--- src/rtl/cmb_pkg.sv ---
// ============================================================================
// cmb_pkg
// Shared types, constants and helpers for the clock-synced mute bank.
// ============================================================================
package cmb_pkg;

    localparam int MAX_CHANNELS      = 8;
    localparam int DEF_COUNT_WIDTH   = 24;
    localparam int RATIO_W           = 7;
    localparam int MAG_W             = 6;
    localparam int GAIN_W            = 16;
    localparam int CFG_IDX_W         = 3;
    localparam int CFG_DATA_W        = 56;
    localparam int PERIOD_W          = 24;
    localparam int IGNORE_W          = 16;
    localparam int STEP_W            = 16;

    localparam logic [GAIN_W-1:0]    GAIN_FULL    = 16'hFFFF;
    localparam logic [RATIO_W-1:0]   RATIO_LIMIT  = 7'd32;

    // register reset values
    localparam logic [CFG_DATA_W-1:0]   RATIOS_RST = '0;
    localparam logic [MAX_CHANNELS-1:0] AUTO_RST   = 8'h00;
    localparam logic [MAX_CHANNELS-1:0] SOFT_RST   = 8'hFF;
    localparam logic [PERIOD_W-1:0]     PERIOD_RST = 24'd24000;
    localparam logic [IGNORE_W-1:0]     IGNORE_RST = 16'd48;
    localparam logic [STEP_W-1:0]       STEP_RST   = 16'd34;

    typedef enum logic [CFG_IDX_W-1:0] {
        REG_RATIOS = 3'd0,
        REG_AUTO   = 3'd1,
        REG_SOFT   = 3'd2,
        REG_PERIOD = 3'd3,
        REG_IGNORE = 3'd4,
        REG_RAMP   = 3'd5
    } cfg_reg_t;

    typedef struct packed {
        logic                    clock_edge;
        logic                    reset_edge;
        logic                    clock_present;
        logic [MAX_CHANNELS-1:0] press_mask;
    } in_item_t;

    typedef struct packed {
        logic [GAIN_W-1:0]       gain_ch0;
        logic [GAIN_W-1:0]       gain_ch1;
        logic [GAIN_W-1:0]       gain_ch2;
        logic [GAIN_W-1:0]       gain_ch3;
        logic [GAIN_W-1:0]       gain_ch4;
        logic [GAIN_W-1:0]       gain_ch5;
        logic [GAIN_W-1:0]       gain_ch6;
        logic [GAIN_W-1:0]       gain_ch7;
        logic [MAX_CHANNELS-1:0] muted_mask;
        logic [MAX_CHANNELS-1:0] pending_mask;
    } out_item_t;

    // timebase decisions for the transaction being committed
    typedef struct packed {
        logic tick;
        logic restart;
        logic t_zero;
        logic t_sat;
    } tb_flags_t;

    typedef struct packed {
        logic commit;
        logic tick;
        logic rst;
        logic restart;
        logic t_zero;
        logic t_sat;
        logic press;
        logic auto_en;
        logic soft_en;
        logic eng_start;
        logic eng_step;
        logic eng_last;
    } lane_ctl_t;

    typedef struct packed {
        logic [GAIN_W-1:0] gain;
        logic              muted;
        logic              pending;
        logic              mod_ok;
    } lane_out_t;

    typedef struct packed {
        logic             neg;
        logic             pos;
        logic [MAG_W-1:0] mag;
    } ratio_t;

    // two's complement ratio, clamped to -32..32
    function automatic ratio_t ratio_decode(input logic [RATIO_W-1:0] raw);
        ratio_t             r;
        logic [RATIO_W-1:0] abs_v;
        abs_v = raw[RATIO_W-1] ? (~raw + 1'b1) : raw;
        r.neg = raw[RATIO_W-1];
        r.pos = !raw[RATIO_W-1] && (raw != '0);
        r.mag = (abs_v > RATIO_LIMIT) ? RATIO_LIMIT[MAG_W-1:0] : abs_v[MAG_W-1:0];
        return r;
    endfunction

endpackage

--- src/rtl/cmb_timebase.sv ---
// ============================================================================
// cmb_timebase
// Clock period measurement, internal clock, ignore window and tick decision.
// ============================================================================
module cmb_timebase #(
    parameter int COUNT_WIDTH = cmb_pkg::DEF_COUNT_WIDTH
) (
    input  logic                           clk,
    input  logic                           rst_n,
    input  logic                           commit,
    input  cmb_pkg::in_item_t              item,
    input  logic [cmb_pkg::PERIOD_W-1:0]   default_period,
    input  logic [cmb_pkg::IGNORE_W-1:0]   ignore_ticks,
    output cmb_pkg::tb_flags_t             flags,
    output logic [COUNT_WIDTH-1:0]         p_ch,
    output logic [COUNT_WIDTH-1:0]         t_now
);
    import cmb_pkg::*;

    localparam logic [COUNT_WIDTH-1:0] CMAX = '1;

    logic [COUNT_WIDTH-1:0] period_reg, period_next;
    logic [COUNT_WIDTH-1:0] timer_reg, timer_next;
    logic [COUNT_WIDTH-1:0] tsc_reg, tsc_next;
    logic                   ignore_reg, ignore_next;
    logic                   was_reg;

    logic                   ign;
    logic                   changed;
    logic                   tick;
    logic                   restart;
    logic [COUNT_WIDTH-1:0] tsc_v;

    always_comb
    begin
        ign         = ignore_reg && !(tsc_reg >= COUNT_WIDTH'(ignore_ticks));
        changed     = item.clock_present != was_reg;
        period_next = period_reg;
        timer_next  = timer_reg;
        tsc_v       = tsc_reg;
        ignore_next = ign;
        tick        = 1'b0;
        restart     = 1'b0;
        if (!ign)
        begin
            if (item.clock_present)
            begin
                if (changed)
                begin
                    tsc_v       = '0;
                    ignore_next = 1'b1;
                    restart     = 1'b1;
                end
                timer_next = (timer_reg == CMAX) ? CMAX : timer_reg + 1'b1;
                if (timer_next > period_next)
                begin
                    period_next = timer_next;
                end
                if (item.clock_edge)
                begin
                    period_next = timer_next;
                    timer_next  = '0;
                    tick        = 1'b1;
                    tsc_v       = '0;
                end
            end
            else
            begin
                if (changed)
                begin
                    period_next = COUNT_WIDTH'(default_period);
                end
                if (tsc_v >= period_next)
                begin
                    tick  = 1'b1;
                    tsc_v = '0;
                end
            end
        end
        p_ch = period_next;
        if (item.reset_edge)
        begin
            tsc_v       = '0;
            ignore_next = 1'b1;
        end
        tsc_next = (tsc_v == CMAX) ? CMAX : tsc_v + 1'b1;

        flags.tick    = tick;
        flags.restart = restart;
        flags.t_zero  = tick || restart || item.reset_edge;
        flags.t_sat   = tsc_reg == CMAX;
        t_now         = tsc_reg;
    end

    always_ff @(posedge clk or negedge rst_n)
    begin
        if (!rst_n)
        begin
            period_reg <= COUNT_WIDTH'(PERIOD_RST);
            timer_reg  <= '0;
            tsc_reg    <= '0;
            ignore_reg <= 1'b1;
            was_reg    <= 1'b1;
        end
        else if (commit)
        begin
            period_reg <= period_next;
            timer_reg  <= timer_next;
            tsc_reg    <= tsc_next;
            ignore_reg <= ignore_next;
            was_reg    <= item.clock_present;
        end
    end

endmodule

--- config.mk ---
export PLATFORM = sky130hd
export DESIGN_NAME = cmb_timebase
export DESIGN_NICKNAME = d
export VERILOG_FILES = /design/src/rtl/cmb_pkg.sv /design/src/rtl/cmb_timebase.sv
export SDC_FILE = /design/constraint.sdc
export NUM_CORES = 1
export LEC_CHECK = 0
export BUFFER_PORTS_ARGS = -buffer_cell sky130_fd_sc_hd__buf_2
export CORE_ASPECT_RATIO = 1.25
export CORE_MARGIN = 4
export CORE_UTILIZATION = 35
export DETAILED_ROUTE_END_ITERATION = 16
export HOLD_SLACK_MARGIN = 0.15
export SYNTH_ARGS = -nofsm -noshare
export SYNTH_HDL_FRONTEND = slang
export SYNTH_SLANG_ARGS = --single-unit
--- constraint.sdc ---
create_clock -name clk -period 9.7 [get_ports clk]
set_clock_uncertainty 0.1 [all_clocks]
set_input_delay 0.485 -clock clk [delete_from_list [all_inputs] [get_ports clk]]
set_output_delay 0.485 -clock clk [all_outputs]
set_load 0.02 [all_outputs]
# [After elaboration in Yosys (flattened, before gate mapping)]
# Cells that the tools add are included.
[op_classes] reduce_logical=5 magnitude_cmp=3 n_eq_ne=4 muxes=25 n_addsub=2 bitwise=1
[op_table] cell="24-bit 2-to-1 mux" count=16
[op_table] cell="24-bit == test (second input constant)" count=3
[op_table] cell="24-bit by 1-bit adder with 24-bit output (second input constant)" count=2
[op_table] cell="24-bit by 16-bit greater-or-equal comparator with 1-bit output" count=1
[op_table] cell="24-bit greater-or-equal comparator" count=1
[op_table] cell="24-bit greater-than comparator" count=1
[op_table] cell="1-bit 2-to-1 mux" count=9
[op_table] cell="3-bit AND reduction" count=1
[op_table] cell="1-bit logical OR" count=2
[op_table] cell="1-bit logical AND" count=1
[op_table] cell="1-bit zero test" count=1
[op_table] cell="1-bit inequality test" count=1
[op_table] cell="1-bit NOT" count=1
[totals] output_inout_bits=52 reg_bits=74

# [Depth between registers and ports, before layout]
[depth] word_depth=11 mapped_depth=22 depth_no_buf=18

# [Worst setup path before layout]
# Ideal clock, no wire load.
[synth_path] kind="flip-flop to flip-flop" startpoint="register was_reg" endpoint="register tsc_reg[23], in the netlist t_now[23]" path_slack_ps=4778 stages_incl_launch_ff=23 path_buffers=4 setup_ps=82 t_arrival_ps=4740 path_cell_list="dfstp_2 inv_1 ha_1 clkbuf_1 clkbuf_1 mux2i_1 ha_1 a211oi_1 o21ai_0 a21oi_1 o22ai_1 o211ai_4 buf_2 nand2_1 nor2_1 ha_1 nand2_1 nor3_2 nand2b_1 clkbuf_1 o21ai_0 o31ai_2 a31oi_1"
[synth_via] elab_chain_cells=11 word_cells_on_any_way=14
[synth_rtl] element="start: declaration" line_no="cmb_timebase.sv:26" source="logic was_reg;"
[synth_rtl] element="start signal: assignment" line_no="cmb_timebase.sv:111" source="was_reg <= item.clock_present;"
[synth_rtl] element="1-bit inequality test *" line_no="cmb_timebase.sv:37" source="changed = item.clock_present != was_reg;"
[synth_rtl] element="24-bit 2-to-1 mux" line_no="cmb_timebase.sv:69" source="if (changed)"
[synth_rtl] element="24-bit 2-to-1 mux" line_no="cmb_timebase.sv:46" source="if (item.clock_present)"
[synth_rtl] element="24-bit 2-to-1 mux" line_no="cmb_timebase.sv:44" source="if (!ign)"
[synth_rtl] element="24-bit greater-or-equal comparator" line_no="cmb_timebase.sv:73" source="if (tsc_v >= period_next)"
[synth_rtl] element="24-bit 2-to-1 mux" line_no="cmb_timebase.sv:73"
[synth_rtl] element="24-bit 2-to-1 mux *" line_no="cmb_timebase.sv:46"
[synth_rtl] element="24-bit 2-to-1 mux *" line_no="cmb_timebase.sv:44"
[synth_rtl] element="24-bit 2-to-1 mux *" line_no="cmb_timebase.sv:81" source="if (item.reset_edge)"
[synth_rtl] element="24-bit by 1-bit adder with 24-bit output / 24-bit == test (equally long branches)" line_no="cmb_timebase.sv:86" source="tsc_next = (tsc_v == CMAX) ? CMAX : tsc_v + 1'b1;"
[synth_rtl] element="24-bit 2-to-1 mux *" line_no="cmb_timebase.sv:86"
[synth_rtl] element="end signal: assignment" line_no="cmb_timebase.sv:109" source="tsc_reg <= tsc_next;"
[synth_rtl] element="end: declaration" line_no="cmb_timebase.sv:24" source="logic [COUNT_WIDTH-1:0] tsc_reg, tsc_next;"
# Mark *: on every way between the ends. The rest lies on a longest branch, timed or not. The select of a mux whose other input is x is not followed.
# A chain may end at the register's enable or synchronous reset.

# [Worst setup path in the final report]
[layout_path] startpoint="register timer_reg[0]" endpoint="output p_ch[3]"
[layout_via] elab_chain_cells=7 word_cells_on_any_way=8
[layout_rtl] element="start: declaration" line_no="cmb_timebase.sv:23" source="logic [COUNT_WIDTH-1:0] timer_reg, timer_next;"
[layout_rtl] element="start signal: assignment" line_no="cmb_timebase.sv:108" source="timer_reg <= timer_next;"
[layout_rtl] element="24-bit by 1-bit adder with 24-bit output / 24-bit == test (equally long branches)" line_no="cmb_timebase.sv:54" source="timer_next = (timer_reg == CMAX) ? CMAX : timer_reg + 1'b1;"
[layout_rtl] element="24-bit 2-to-1 mux *" line_no="cmb_timebase.sv:54"
[layout_rtl] element="24-bit greater-than comparator" line_no="cmb_timebase.sv:55" source="if (timer_next > period_next)"
[layout_rtl] element="24-bit 2-to-1 mux" line_no="cmb_timebase.sv:55"
[layout_rtl] element="24-bit 2-to-1 mux *" line_no="cmb_timebase.sv:59" source="if (item.clock_edge)"
[layout_rtl] element="24-bit 2-to-1 mux *" line_no="cmb_timebase.sv:46"
[layout_rtl] element="24-bit 2-to-1 mux *" line_no="cmb_timebase.sv:44"
[layout_rtl] element="end: declaration" line_no="cmb_timebase.sv:15" source="output logic [COUNT_WIDTH-1:0] p_ch,"
# Mark *: on every way between the ends. The rest lies on a longest branch, timed or not.

==> results.cfg <==
[synthesis]
yosysSeqAreaShare_pct = 28.2
syn_nets = 924
synth_cell_type_count = 63
synth-main-ff-cell = dfrtp_1
synth_top_area_share_pct = 24.7
yosys.area.top_type = dfrtp_1
ys_warn_count = 0
syn_inst = 803
syn_area_per_cell_um2 = 8.21
synth_area_leaders = dfrtp_1, ha_1, nand2_1
synth_seq_cells = 74
synthesis.area_um2 = 6600
async_reset_ff_share_pct = 100
synth_enable_flop_cells = 0

[drt]
ant_nets = 0
avgViaCountPerCell = 5.74
drtIter0Drc = 341
vias = 6323
wl_per_cell_um = 18.6
routed_wl_um = 20500
drc = 0
dr.pass1.iters = 5

[setup_path]
required_ns = 9.12
slowest_stage = nor4_1
worstReg2RegStart = was_reg
reg2reg_slack_ns = 3.73
worstSetupStartpointType = register
end_kind = output port
crit_start = timer_reg[0]
worstPathCellList = ha_1 > nand2_1 > nor4_1 > and3_1 > xnor2_1 > nand2_1 > ha_1 > nand4_1 > nor3_1 > o31ai_1 > and4b_1 > o21bai_2 > buf_4 > mux2_2 > a221o_1 > buf_2
crit_fanout = 17
worst_path_largest_cell_delay_ns = 0.88
critical_path.endpoint = p_ch[3]
arrival_ns = 5.52
regToRegEndpoint = t_now[1]
path_class = register to output port
worstRegToRegCells = 19

[placed_design]
place.gp.congestion = 0.845
port_buffers = 97
hpwl_um = 15000

[clocking]
holdBufCountCts = 1
ctsResizeCount = 0
cts_made_buffers = 9
root_buffer = clkbuf_16
clock-sinks = 74
cts_buffer_depth = 2
cts_setup_buffers = 0
clk_latency_ns = 0.34
path_clk_slew_ns = 0.06
h-tree-depth = 3
cts_tree = yes

[layout]
final_nets = 990
mostFrequentLayoutCells = buf_2, nand2_1, ha_1
post-route-util_pct = 41.1
n_antenna_cell = 0
syn2layout_area_growth_pct = 14.2
layout_commonest_cell = buf_2
drive_above_1_share_pct = 18.0
nFillCells = 1921

[die]
core_area_um2 = 18300
rows = 55
ios = 106
die_x_um = 131
floorplan.initialDensity_pct = 36.0
die_height_um = 161
dieArea_um2 = 21100

[power]
sequentialPowerShare_pct = 36.5
irDropWorstVdd_v = 0.0000801
internal-power_uw = 664
powerDensity_nw_per_um2 = 130
power_switching_uw = 312
power_uw = 976
p_leak_uw = 0.00362
pwr-share-clk_pct = 37.9
pwr-share-comb_pct = 25.6
switching_share_pct = 32.0

[timing]
finalCriticalPeriod_ns = 6.11
setup_viol = 0
hold_ws_ns = 0.401
timing.final.hold_violations = 0
worst_slew_pin_slew_ns = 1.01
max_freq_mhz = 164
rsz0062_at_grt = false
relSlewSlack_pct = 32.0
finalCritPeriodShare_pct = 63.0
final_max_slew_viol_count = 0
setup-tns-final_ns = 0

[global_route]
antenna_found_initial = 1
grt_pass1_vias = 6057
grt_start_max_net_pins = 57
overflow = 0
grt.total_usage_pct = 19.6
grt_first_pass_wirelength_um = 32800

[min_path]
min_path_cells = 2
hold_path_class = register to register

[run]
drv_cap = 0

[outcome]
status = completed
cell type report:
class	instances	area [um2]	area share (%)
clock inverters	5	77.6	1.03
well taps	228	285	3.79
inverters	55	206	2.74
clock buffers	11	243	3.22
multi-input cells	624	4310	57.2
flip-flops and latches	74	1860	24.7
repair buffers	105	551	7.31
cells by family (layout without fill, tap and decap cells):
group                      count (synthesis)  in the layout  share of synthesized area [%]
muxes                                     33             33                           5.14
DFF                                       74             74                           28.2
and+or+nand+nor                          287            287                           21.9
xor gates and xnor gates                  17             17                           2.26
adders and majority gates                 67             67                           12.7
buffers and inverters                    105            176                           6.66
AOI/OAI and AO/OA                        220            220                           23.0
worst min path at each step:
stage | slack [ns] | startpoint | to
after floorplan | 0.09 | rst_n | period_reg[0]
after global placement | 0.30 | rst_n | period_reg[4]
after detailed placement | 0.30 | rst_n | period_reg[4]
after CTS | 0.40 | period_reg[10] | period_reg[10]
after global routing | 0.41 | period_reg[12] | period_reg[12]
final | 0.40 | ignore_reg | ignore_reg
per-layer routing:
| layer | up-vias | track usage, % | share of wire, % |
|---|---|---|---|
| met4 | 2 | 5.52 | 1.8 |
| met1 | 3010 | 26.4 | 44 |
| li1 | 3106 | - | - |
| met2 | 179 | 32.7 | 49 |
| met5 | - | 0 | 0.034 |
| met3 | 26 | 2.51 | 4.6 |
power by group through the flow:
stage                     Combinational, uW  Clock [uW]  Sequential [uW]
final                                   250         370              356
after global routing                    281         389              360
after CTS                               252         377              355
after detailed placement                250           0              361
after global placement                  248           0              360
after floorplan                         172           0              356
critical path: cells and delay by family (launching register included):
family / cells / cell delay, ns
adders and majority gates: 2 / 0.61
and+or+nand+nor: 7 / 2.09
buffers and inverters: 2 / 0.50
muxes: 1 / 0.38
AOI/OAI and AO/OA: 3 / 1.05
xor gates and xnor gates: 1 / 0.12
DFF: 1 / 0.41
Yosys cell counts (all sizes together) (6+ instances only):
library cell,number
a31oi,27
o21ai,39
o31ai,6
clkbuf,31
a31o,7
o2bb2ai,16
and4,8
mux2i,26
o211ai,8
nor4,6
or4,6
xnor2,13
a21oi,52
a221o,10
nand3,37
nand2,74
dfrtp,65
dfstp,9
a211oi,7
nor2,65
and3,14
nand4,20
inv,55
ha,67
nor3,24
nand2b,17
a22o,17
buf,19
mux2,7
through the flow:
stage                     worst slack, ns  cell area, um2  cells
final                                3.59            7530   1102
after global routing                 3.17            7530   1102
after CTS                            3.61            7530   1102
after detailed placement             3.28            7200   1085
after global placement               3.30            7200   1085
after floorplan                      4.78            6600    803
Note: power is estimated with default switching activity, not from simulation.
