### src/rtl/cmb_pkg.sv
// ============================================================================
// cmb_pkg
// Shared types, constants and helpers for the clock-synced mute bank.
// ============================================================================
package cmb_pkg;

    localparam int MAX_CHANNELS      = 8;
    localparam int DEF_COUNT_WIDTH   = 24;
    localparam int RATIO_W           = 7;
    localparam int MAG_W             = 6;
    localparam int GAIN_W            = 16;
    localparam int CFG_IDX_W         = 3;
    localparam int CFG_DATA_W        = 56;
    localparam int PERIOD_W          = 24;
    localparam int IGNORE_W          = 16;
    localparam int STEP_W            = 16;

    localparam logic [GAIN_W-1:0]    GAIN_FULL    = 16'hFFFF;
    localparam logic [RATIO_W-1:0]   RATIO_LIMIT  = 7'd32;

    // register reset values
    localparam logic [CFG_DATA_W-1:0]   RATIOS_RST = '0;
    localparam logic [MAX_CHANNELS-1:0] AUTO_RST   = 8'h00;
    localparam logic [MAX_CHANNELS-1:0] SOFT_RST   = 8'hFF;
    localparam logic [PERIOD_W-1:0]     PERIOD_RST = 24'd24000;
    localparam logic [IGNORE_W-1:0]     IGNORE_RST = 16'd48;
    localparam logic [STEP_W-1:0]       STEP_RST   = 16'd34;

    typedef enum logic [CFG_IDX_W-1:0] {
        REG_RATIOS = 3'd0,
        REG_AUTO   = 3'd1,
        REG_SOFT   = 3'd2,
        REG_PERIOD = 3'd3,
        REG_IGNORE = 3'd4,
        REG_RAMP   = 3'd5
    } cfg_reg_t;

    typedef struct packed {
        logic                    clock_edge;
        logic                    reset_edge;
        logic                    clock_present;
        logic [MAX_CHANNELS-1:0] press_mask;
    } in_item_t;

    typedef struct packed {
        logic [GAIN_W-1:0]       gain_ch0;
        logic [GAIN_W-1:0]       gain_ch1;
        logic [GAIN_W-1:0]       gain_ch2;
        logic [GAIN_W-1:0]       gain_ch3;
        logic [GAIN_W-1:0]       gain_ch4;
        logic [GAIN_W-1:0]       gain_ch5;
        logic [GAIN_W-1:0]       gain_ch6;
        logic [GAIN_W-1:0]       gain_ch7;
        logic [MAX_CHANNELS-1:0] muted_mask;
        logic [MAX_CHANNELS-1:0] pending_mask;
    } out_item_t;

    // timebase decisions for the transaction being committed
    typedef struct packed {
        logic tick;
        logic restart;
        logic t_zero;
        logic t_sat;
    } tb_flags_t;

    typedef struct packed {
        logic commit;
        logic tick;
        logic rst;
        logic restart;
        logic t_zero;
        logic t_sat;
        logic press;
        logic auto_en;
        logic soft_en;
        logic eng_start;
        logic eng_step;
        logic eng_last;
    } lane_ctl_t;

    typedef struct packed {
        logic [GAIN_W-1:0] gain;
        logic              muted;
        logic              pending;
        logic              mod_ok;
    } lane_out_t;

    typedef struct packed {
        logic             neg;
        logic             pos;
        logic [MAG_W-1:0] mag;
    } ratio_t;

    // two's complement ratio, clamped to -32..32
    function automatic ratio_t ratio_decode(input logic [RATIO_W-1:0] raw);
        ratio_t             r;
        logic [RATIO_W-1:0] abs_v;
        abs_v = raw[RATIO_W-1] ? (~raw + 1'b1) : raw;
        r.neg = raw[RATIO_W-1];
        r.pos = !raw[RATIO_W-1] && (raw != '0);
        r.mag = (abs_v > RATIO_LIMIT) ? RATIO_LIMIT[MAG_W-1:0] : abs_v[MAG_W-1:0];
        return r;
    endfunction

endpackage

### src/rtl/cmb_lane.sv
// ============================================================================
// cmb_lane
// One channel: divider, multiplier phase, pending and mute, gain ramp, and a
// bit-serial remainder unit for the multiplier phase.
// ============================================================================
module cmb_lane #(
    parameter int COUNT_WIDTH = cmb_pkg::DEF_COUNT_WIDTH
) (
    input  logic                          clk,
    input  logic                          rst_n,
    input  cmb_pkg::lane_ctl_t            ctl,
    input  logic [cmb_pkg::RATIO_W-1:0]   ratio_raw,
    input  logic [cmb_pkg::STEP_W-1:0]    ramp_step,
    input  logic [COUNT_WIDTH-1:0]        p_ch,
    input  logic [COUNT_WIDTH-1:0]        p_eng,
    input  logic [COUNT_WIDTH-1:0]        t_now,
    output cmb_pkg::lane_out_t            result
);
    import cmb_pkg::*;

    localparam int PROD_W = COUNT_WIDTH + MAG_W;
    localparam int SUMG_W = GAIN_W + MAG_W;

    logic [MAG_W-1:0]       count_reg, count_next;
    logic [COUNT_WIDTH-1:0] accum_reg, accum_next;
    logic [GAIN_W-1:0]      gain_reg, gain_next;
    logic                   pend_reg, pend_next;
    logic                   mute_reg, mute_next;
    logic [COUNT_WIDTH-1:0] mod_reg, mod_next;
    logic [PROD_W-1:0]      prod_reg;
    logic [COUNT_WIDTH-1:0] rem_reg;

    ratio_t                 rat;
    logic                   zero_r;
    logic                   hit;
    logic                   pend0;
    logic [MAG_W-1:0]       cnt_base;
    logic [MAG_W-1:0]       cnt_inc;
    logic [COUNT_WIDTH-1:0] cur;
    logic [MAG_W-1:0]       step_mul;
    logic [SUMG_W-1:0]      step_amt;
    logic [SUMG_W:0]        up_sum;
    logic [COUNT_WIDTH-1:0] p_eff;
    logic [COUNT_WIDTH:0]   msum;
    logic [COUNT_WIDTH:0]   mdiff;
    logic                   mod_ok;
    logic [COUNT_WIDTH-1:0] pe_eff;
    logic [COUNT_WIDTH:0]   shifted;
    logic [COUNT_WIDTH:0]   reduced;

    always_comb
    begin
        rat    = ratio_decode(ratio_raw);
        zero_r = !rat.neg && !rat.pos;
        hit    = 1'b0;
        pend0  = pend_reg ^ ctl.press;

        // divide: count clock ticks up to the ratio
        cnt_base   = ctl.restart ? '0 : count_reg;
        cnt_inc    = cnt_base + 1'b1;
        count_next = '0;
        if (rat.neg)
        begin
            count_next = cnt_base;
            if (ctl.tick && !ctl.rst)
            begin
                if (cnt_inc >= rat.mag)
                begin
                    count_next = '0;
                    hit        = 1'b1;
                end
                else
                begin
                    count_next = cnt_inc;
                end
            end
            if (ctl.rst)
            begin
                count_next = '0;
            end
        end

        // multiply: a wrap of the phase is a hit
        cur        = ctl.t_zero ? '0 : mod_reg;
        accum_next = '0;
        if (rat.pos)
        begin
            if (cur < accum_reg)
            begin
                hit = 1'b1;
            end
            accum_next = cur;
        end
        if (ctl.rst || (pend0 && zero_r))
        begin
            hit = 1'b1;
        end
        if (hit)
        begin
            accum_next = '0;
        end

        mute_next = mute_reg;
        pend_next = pend0;
        if (pend0 && hit)
        begin
            mute_next = !mute_reg;
            pend_next = 1'b0;
        end
        if (!zero_r && ctl.auto_en && hit)
        begin
            pend_next = 1'b1;
        end

        // gain
        step_mul = rat.pos ? rat.mag : MAG_W'(1);
        step_amt = SUMG_W'(ramp_step) * SUMG_W'(step_mul);
        up_sum   = (SUMG_W + 1)'(gain_reg) + (SUMG_W + 1)'(step_amt);
        if (!ctl.soft_en)
        begin
            gain_next = mute_next ? '0 : GAIN_FULL;
        end
        else if (mute_next)
        begin
            gain_next = (SUMG_W'(gain_reg) > step_amt) ? gain_reg - step_amt[GAIN_W-1:0] : '0;
        end
        else
        begin
            gain_next = (up_sum > (SUMG_W + 1)'(GAIN_FULL)) ? GAIN_FULL : up_sum[GAIN_W-1:0];
        end

        // phase for the following tick: add the ratio, one wrap at most
        p_eff = (p_ch == '0) ? COUNT_WIDTH'(1) : p_ch;
        if (ctl.t_zero)
        begin
            msum = (COUNT_WIDTH + 1)'(rat.mag);
        end
        else if (ctl.t_sat)
        begin
            msum = {1'b0, mod_reg};
        end
        else
        begin
            msum = {1'b0, mod_reg} + (COUNT_WIDTH + 1)'(rat.mag);
        end
        mdiff    = msum - {1'b0, p_eff};
        mod_ok   = 1'b1;
        mod_next = '0;
        if (rat.pos)
        begin
            if (msum < {1'b0, p_eff})
            begin
                mod_next = msum[COUNT_WIDTH-1:0];
            end
            else if (mdiff < {1'b0, p_eff})
            begin
                mod_next = mdiff[COUNT_WIDTH-1:0];
            end
            else
            begin
                mod_ok   = 1'b0;
                mod_next = mod_reg;
            end
        end

        // restoring remainder step, one product bit a cycle
        pe_eff  = (p_eng == '0) ? COUNT_WIDTH'(1) : p_eng;
        shifted = {rem_reg, prod_reg[PROD_W-1]};
        reduced = (shifted >= {1'b0, pe_eff}) ? shifted - {1'b0, pe_eff} : shifted;

        result.gain    = gain_next;
        result.muted   = mute_next;
        result.pending = pend_next;
        result.mod_ok  = mod_ok;
    end

    always_ff @(posedge clk or negedge rst_n)
    begin
        if (!rst_n)
        begin
            count_reg <= '0;
            accum_reg <= '0;
            gain_reg  <= GAIN_FULL;
            pend_reg  <= 1'b0;
            mute_reg  <= 1'b0;
        end
        else if (ctl.commit)
        begin
            count_reg <= count_next;
            accum_reg <= accum_next;
            gain_reg  <= gain_next;
            pend_reg  <= pend_next;
            mute_reg  <= mute_next;
        end
    end

    always_ff @(posedge clk)
    begin
        if (ctl.commit)
        begin
            mod_reg <= mod_next;
        end
        else if (ctl.eng_step && ctl.eng_last)
        begin
            mod_reg <= reduced[COUNT_WIDTH-1:0];
        end
        if (ctl.eng_start)
        begin
            prod_reg <= rat.pos ? PROD_W'(t_now) * PROD_W'(rat.mag) : '0;
            rem_reg  <= '0;
        end
        else if (ctl.eng_step)
        begin
            prod_reg <= prod_reg << 1;
            rem_reg  <= reduced[COUNT_WIDTH-1:0];
        end
    end

endmodule

### config.mk
export PLATFORM = sky130hd
export DESIGN_NAME = cmb_lane
export DESIGN_NICKNAME = d
export VERILOG_FILES = /design/src/rtl/cmb_pkg.sv /design/src/rtl/cmb_lane.sv
export SDC_FILE = /design/constraint.sdc
export NUM_CORES = 1
export LEC_CHECK = 0
export ABC_CLOCK_PERIOD_IN_PS = 14200
export BUFFER_PORTS_ARGS = -buffer_cell sky130_fd_sc_hd__buf_2
export CAP_MARGIN = 20
export CORE_ASPECT_RATIO = 1.1
export CORE_MARGIN = 1.5
export CORE_UTILIZATION = 69
export DETAILED_ROUTE_END_ITERATION = 12
export PLACE_DENSITY = 0.93
export SLEW_MARGIN = 20
export SYNTH_ARGS = -nofsm -noshare
export SYNTH_HDL_FRONTEND = slang
export SYNTH_SLANG_ARGS = --single-unit
### constraint.sdc
create_clock -name clk -period 14.2 [get_ports clk]
set_clock_uncertainty 0.1 [all_clocks]
set_input_delay 0.71 -clock clk [delete_from_list [all_inputs] [get_ports clk]]
set_output_delay 0.71 -clock clk [all_outputs]
set_load 0.01 [all_outputs]
# Word-level counts from Yosys, hierarchy flattened
# Index checks and enable logic that the tools add are counted.
totals:
  elab_cells: 89
  input_bits: 109
  reg_bits: 126
  output_inout_bits: 19
classes:
  n_eq_ne: 1
  add_sub_neg: 7
  n_bitwise: 2
  muxes: 41
  multipliers: 2
  order_cmp: 8
  n_reduce_logical: 20
ops:
  columns: ["op", "n"]
  rows:
  - ["24-bit two-way mux", 11]
  - ["30-bit two-way mux", 3]
  - ["16-bit two-way mux", 5]
  - ["25-bit by 24-bit < comparator with 1-bit output", 2]
  - ["25-bit two-way mux", 2]
  - ["24-bit zero test", 2]
  - ["6-bit two-way mux", 7]
  - ["24-bit by 6-bit multiplier with 30-bit output", 1]
  - ["24-bit by 6-bit adder with 25-bit output", 1]
  - ["25-bit by 24-bit greater-or-equal comparator with 1-bit output", 1]
  - ["25-bit by 24-bit subtractor with 25-bit output", 1]
  - ["24-bit < comparator", 1]
  - ["24-bit subtractor", 1]
  - ["16-bit by 22-bit adder with 23-bit output", 1]
  - ["23-bit by 16-bit > comparator with 1-bit output, second input constant", 1]
  - ["16-bit by 22-bit > comparator with 1-bit output", 1]
  - ["16-bit by 6-bit multiplier with 22-bit output", 1]
  - ["16-bit subtractor", 1]
  - ["1-bit two-way mux", 12]
  - ["1-bit logical AND", 8]
  - ["7-bit by 1-bit adder with 7-bit output, second input constant", 1]
  - ["7-bit by 6-bit > comparator with 1-bit output, second input constant", 1]
  - ["7-bit two-way mux", 1]
  - ["7-bit inverter", 1]
  - ["other kinds (9)", 14]

# Depth between registers and ports, before layout
# Gate-level depths: netlist (run 1).
depth:
  depth_word: 16
  mapped_depth: 36
  depth_no_buf: 35

# Worst setup path after synthesis (run 1)
# Ideal clock, no wire load.
synth_timing:
  path_type: "input to output"
  from: "input ratio_raw[0] (netlist name)"
  to: "output result[10] (netlist name)"
  arrival_time_ns: 7.472
  slack_ns: 5.918
  cell_stages: 31
  path_buffers: 3
  t_required_ns: 13.390
  cell_sequence: "inv_1 -> ha_1 -> or3b_1 -> or3_4 -> and2_1 -> clkbuf_1 -> o21ai_0 -> clkbuf_1 -> and2_1 -> fa_1 -> fa_1 -> inv_1 -> fa_1 -> inv_1 -> ha_1 -> o211ai_1 -> o211a_1 -> o21ai_0 -> nand3_1 -> nand2_1 -> xor2_1 -> ha_1 -> a21oi_1 -> o31ai_1 -> a21o_1 -> a31o_2 -> a2111oi_0 -> o2111a_1 -> nand2b_1 -> clkbuf_1 -> nand2_1"
synth_rtl:
  columns: ["item", "line", "source"]
  rows:
  - ["start: declaration", "cmb_lane.sv:12", "input logic [cmb_pkg::RATIO_W-1:0] ratio_raw,"]
  - ["end: declaration", "cmb_lane.sv:17", "output cmb_pkg::lane_out_t result"]

==> results of run 1 <==
final cells by class:
type	count	area, sq um	area share
sequential	126	3320	0.161
antenna	1	2.50	0.000121
timing repair buffer	141	741	0.0359
inverter	301	1130	0.0548
multi-input combinational	1823	14400	0.697
clock inverter	14	169	0.00819
clock buffer	18	429	0.0208
tap	357	447	0.0217
layout by cell type (no fill, tap or decap), types with 16 or more instances in the layout:
cell type / instances
xnor2_1: 82
o21ai_0: 107
and2_1: 34
ha_1: 209
nor3_1: 29
nand3_1: 41
inv_1: 299
nor2b_1: 36
a22o_1: 17
nand2_1: 263
dfxtp_1: 24
a211oi_1: 36
nand2b_1: 29
dfrtp_1: 32
dfstp_2: 16
nor2_1: 172
clkbuf_16: 17
nand4_1: 20
a21o_1: 60
mux2i_1: 36
a21oi_1: 133
nor4_1: 18
and3_1: 73
o22ai_1: 29
buf_2: 127
o21a_1: 21
edfxtp_1: 54
xor2_1: 41
fa_1: 151
per-layer routing:
| layer | wire length, um | track usage | share of wire |
|---|---|---|---|
| met3 | 4680 | 0.0692 | 0.088 |
| met1 | 20300 | 0.453 | 0.38 |
| met5 | 72 | 0 | 0.0013 |
| met4 | 2480 | 0.182 | 0.046 |
| met2 | 25900 | 0.653 | 0.48 |
critical path: cells and delay by family:
family / cells / cell delay, ns
AO/OA/AOI/OAI: 11 / 2.71
buffers and inverters: 6 / 0.98
adder cells (fa/ha/maj): 6 / 2.15
AND/OR/NAND/NOR: 9 / 2.54
XOR/XNOR: 1 / 0.24
metrics by stage:
step,std cells,cell area [sq um],worst slack (ns),util
5_1_grt,2781,20600,3.33,0.759
4_1_cts,2780,20600,3.84,0.758
6_report,2781,20600,4.03,0.759
3_5_place_dp,2748,20000,3.85,0.736
3_3_place_gp,2748,20000,4.20,0.736
2_1_floorplan,2341,19200,5.92,-
kinds of logic (layout without fill, tap and decap cells):
| family | after synthesis | count (layout) | share of synthesized area |
|---|---|---|---|
| fa+ha+maj | 360 | 360 | 0.294 |
| flops | 126 | 126 | 0.173 |
| mux | 37 | 37 | 0.0194 |
| buf+inv | 392 | 474 | 0.0788 |
| simple gates | 761 | 761 | 0.189 |
| compound gates | 541 | 541 | 0.189 |
| xor+xnor | 124 | 124 | 0.0570 |
| other cells | 0 | 1 | 0 |
power by group:
group	total [mW]	internal, mW	switching [mW]
sequential	0.538	0.479	0.0584
clock	0.452	0.276	0.177
combinational	1.87	0.738	1.13
total	2.86	1.49	1.36
path summary, 6_finish.rpt:
check / start / endpoint / cells after the start / slack, ns
setup / recovery: ratio_raw[0] / result[7] / 33 / 4.03
max in group asynchronous: rst_n / accum_reg[5] / 2 / 13.27
min in group clk: rem_reg[23] / rem_reg[23] / 2 / 0.40
setup reg to reg: mod_reg[0] / mod_reg[5] / 26 / 6.85
hold reg to reg: rem_reg[23] / rem_reg[23] / 2 / 0.40
hold / removal: rst_n / accum_reg[18] / 2 / 0.30
==> impl_metrics.json, run 1 <==
{
  "status": "finished, final reports clean",
  "setup.worst_path.start_class": "input port",
  "cp_max_fo": 31,
  "async_flop_share": 0.381,
  "netlist_area_sq_mm": 0.0192,
  "cts_buffer_depth": 2,
  "grt.overflow.total": 0,
  "cellLeakagePower_nw": 10.1,
  "post_drt_via_cell_ratio": 6.47,
  "ys_seq_area_frac": 0.173,
  "routedWlPerCell_um": 19.2,
  "hold_viol_final": 0,
  "slew_violations": 0,
  "crit_path_end_kind": "primary output",
  "fp-row-count": 63,
  "grt_max_degree": 83,
  "cts_tree": "done",
  "p_per_area_mw_per_mm2": 139,
  "syn_nets": 2810,
  "synth.avg_cell_area_sq_um": 8.20,
  "synthTopCellsByCount": "inv_1 (299), nand2_1 (263), ha_1 (209), nor2_1 (177), fa_1 (151)",
  "yosysUniqueCellTypes": 95,
  "insertion_delay_ns": 0.44,
  "drc": 0,
  "slew_headroom": 0.314,
  "critical_path_class": "in -> out",
  "num-nets-final": 2879,
  "io_buffers": 127,
  "initial_core_util": 0.706,
  "rsz0062_at_grt": "no",
  "yosysWarnings": 0,
  "crit_top_cell": "ha_1",
  "synth.largest_area_cell": "fa_1",
  "pin_count": 128,
  "grt_pass1_wl_um": 87300,
  "dr_total_vias": 18000,
  "ys_top_cells_by_area": "fa_1 (16%), ha_1 (14%), edfxtp_1 (8.4%)",
  "fin_hold_ws_ns": 0.298,
  "yosysTopAreaCellShare": 0.157,
  "clock.fmax_mhz": 98.3,
  "cp_slowest_cell": "nor3b_2",
  "dp_hpwl_um": 40800,
  "slowest_delay_ns": 0.57,
  "dr.pass1.iters": 8,
  "synth_cells": 2341,
  "core_area_sq_mm": 0.0272,
  "syn_to_final_growth_pct": 7.43,
  "largest_reg_flops": 30,
  "grt_pass1_vias": 17900,
  "totalNegativeSetupSlack_ns": 0,
  "hold_buffers": 0,
  "cts_setup_buffers": 0,
  "power.total_mw": 2.86,
  "synth-seq-cells": 126,
  "tightest_slew_ns": 1.03,
  "synth_enable_flop_cells": 54,
  "hold_class": "in -> async",
  "die_width_um": 162,
  "min_period_ns": 10.17,
  "synth_ff_type": "edfxtp_1",
  "dieArea_sq_mm": 0.0288,
  "root_buffer": "clkbuf_16",
  "drtIter0Drc": 2057,
  "worst_ep_arrival_time_ns": 9.36,
  "postRouteWirelength_um": 53500,
  "finalSetupViolCount": 0,
  "ant_nets": 0,
  "max-vdd-ir-drop_uv": 164,
  "cts_buffers": 17,
  "drv_cap": 0,
  "nFillCells": 1899,
  "gp_congestion": 0.995,
  "cts.htree.levels": 4,
  "synth_most_common_cell": "inv_1",
  "clock_sinks": 126,
  "cts_resized": 0,
  "antenna_found_initial": 6,
  "die_y_um": 178,
  "period_share": 0.716,
  "grt_usage": 0.377,
  "clk_pin_slew_ns": 0.06,
  "cp.required_ns": 13.39,
  "final_layout_size_suffix_gt1_frac": 0.0962
}
(Power assumes the default switching activity.)
==> inputs of run 2 (changes only) <==
Settings changed: ABC_CLOCK_PERIOD_IN_PS 14200 to 10600, CORE_UTILIZATION 69 to 64, PLACE_DENSITY 0.93 to 0.88.
Clock period 14.2 ns to 10.6 ns, I/O delays scaled along.
==> run 2 against run 1 <==
Global-route usage decreased by 4.7 points. Cell area about the same. Die area is 7.7% higher. Critical endpoint is now result[5]. Worst setup slack got worse by 3.0 ns. Final cell count increased by 0.65%. Hold slack got worse by 0.20 ns. Largest power group unchanged. Via count is 3.3% lower. First-iteration DRC count fell by 27%. Routed wire length decreased by 5.1%.
==> impl_metrics.json, run 2 (synthesis results as in run 1) <==
{
  "max-vdd-ir-drop_uv": 128,
  "grt_max_degree": 60,
  "hold_buffers": 0,
  "cts.htree.levels": 4,
  "clk_pin_slew_ns": 0.07,
  "io_buffers": 127,
  "crit_path_end_kind": "primary output",
  "initial_core_util": 0.649,
  "final_cells": 2799,
  "dr_total_vias": 17400,
  "final_cell_mix": "inv_1 (299), nand2_1 (263), ha_1 (209), nor2_1 (173), fa_1 (151)",
  "ant_nets": 0,
  "syn_to_final_growth_pct": 7.52,
  "min_period_ns": 9.54,
  "rr_worst_depth": 27,
  "die_width_um": 168,
  "drv_cap": 0,
  "slowest_delay_ns": 0.69,
  "insertion_delay_ns": 0.44,
  "antenna_found_initial": 2,
  "rsz0062_at_grt": "no",
  "cp.required_ns": 9.97,
  "cts_buffers": 17,
  "timing.rr.start": "mod_reg[0]",
  "cts_setup_buffers": 0,
  "num-nets-final": 2880,
  "critical_path_class": "in -> out",
  "pin_count": 128,
  "fin_util": 0.698,
  "root_buffer": "clkbuf_16",
  "status": "finished, final reports clean",
  "final_layout_size_suffix_gt1_frac": 0.0957,
  "hold_class": "in -> async",
  "dr.pass1.iters": 6,
  "fp-row-count": 66,
  "clock_sinks": 126,
  "tightest_slew_ns": 1.04,
  "totalNegativeSetupSlack_ns": 0,
  "routedWlPerCell_um": 18.1,
  "setup.worst_path.start_class": "input port",
  "p_per_area_mw_per_mm2": 182,
  "grt_pass1_vias": 17300,
  "largest_reg_flops": 30,
  "period_share": 0.900,
  "cts_resized": 0,
  "fin_hold_ws_ns": 0.100,
  "cts_tree": "done",
  "drc": 0,
  "clock.fmax_mhz": 105,
  "worst_ep_arrival_time_ns": 8.91,
  "drtIter0Drc": 1500,
  "grt.overflow.total": 0,
  "grt_pass1_wl_um": 83000,
  "slew_violations": 0,
  "dp_hpwl_um": 39700,
  "nFillCells": 2296,
  "post_drt_via_cell_ratio": 6.21,
  "postRouteWirelength_um": 50700,
  "dpl.cell_count": 2766,
  "slew_headroom": 0.307,
  "worst-r2r-setup-slack_ns": 3.25,
  "final_common_cell": "inv_1",
  "grt_usage": 0.330,
  "dieArea_sq_mm": 0.0311,
  "gp_congestion": 0.954,
  "rr_endpoint": "mod_reg[7]",
  "cp_max_fo": 30,
  "hold_viol_final": 0,
  "cts_buffer_depth": 2,
  "placed_cell_area_sq_mm": 0.0201,
  "postLayoutCellArea_sq_mm": 0.0206,
  "cellLeakagePower_nw": 10.1,
  "die_y_um": 185,
  "cp_slowest_cell": "nand2b_1",
  "finalSetupViolCount": 0,
  "core_area_sq_mm": 0.0296
}
## run 2: routing by layer
layer	vias to the layer above	wire (um)	global-route usage
met5	-	24	0
met1	8342	20400	0.412
li1	8176	-	-
met2	761	25200	0.587
met4	4	1410	0.123
met3	110	3730	0.0419
## run 2: worst max-delay path by stage
stage                  from         end  slack (ns)  cells after the start
2_1_floorplan  ratio_raw[0]  result[10]        2.68                     31
3_3_place_gp   ratio_raw[0]   result[6]        1.42                     31
3_5_place_dp   ratio_raw[0]   result[5]        1.23                     30
4_1_cts        ratio_raw[0]  result[12]        1.21                     31
5_1_grt        ratio_raw[0]   result[5]        0.48                     30
6_report       ratio_raw[0]   result[5]        1.06                     30
## run 2: where the power goes
part | total, mW | switching (mW) | internal (mW)
combinational | 2.42 | 1.44 | 0.979
sequential | 0.719 | 0.0768 | 0.642
clock | 0.614 | 0.261 | 0.352
## run 2: layout make-up
| class | count | area (sq um) | area share |
|---|---|---|---|
| flip-flops and latches | 126 | 3320 | 0.161 |
| well taps | 374 | 468 | 0.0227 |
| diodes | 1 | 2.50 | 0.000121 |
| clock inverters | 13 | 156 | 0.00758 |
| repair buffers | 142 | 748 | 0.0362 |
| inverters | 301 | 1130 | 0.0547 |
| clock buffers | 19 | 433 | 0.0210 |
| multi-input cells | 1823 | 14400 | 0.697 |
## run 2: critical path, delay by kind of cell
family                   cells  cell delay, ns
buffers and inverters        6            1.06
AO/OA/AOI/OAI               10            2.38
adder cells (fa/ha/maj)      5            2.24
AND/OR/NAND/NOR              8            2.52
XOR/XNOR                     1            0.17
## run 2: per-stage QoR
step                      setup slack, ns  power (mW)
final                                1.06        3.75
after global routing                0.482        4.03
after global placement               1.42        3.03
after CTS                            1.21        3.73
after detailed placement             1.23        3.11
after floorplan                      2.68        2.52
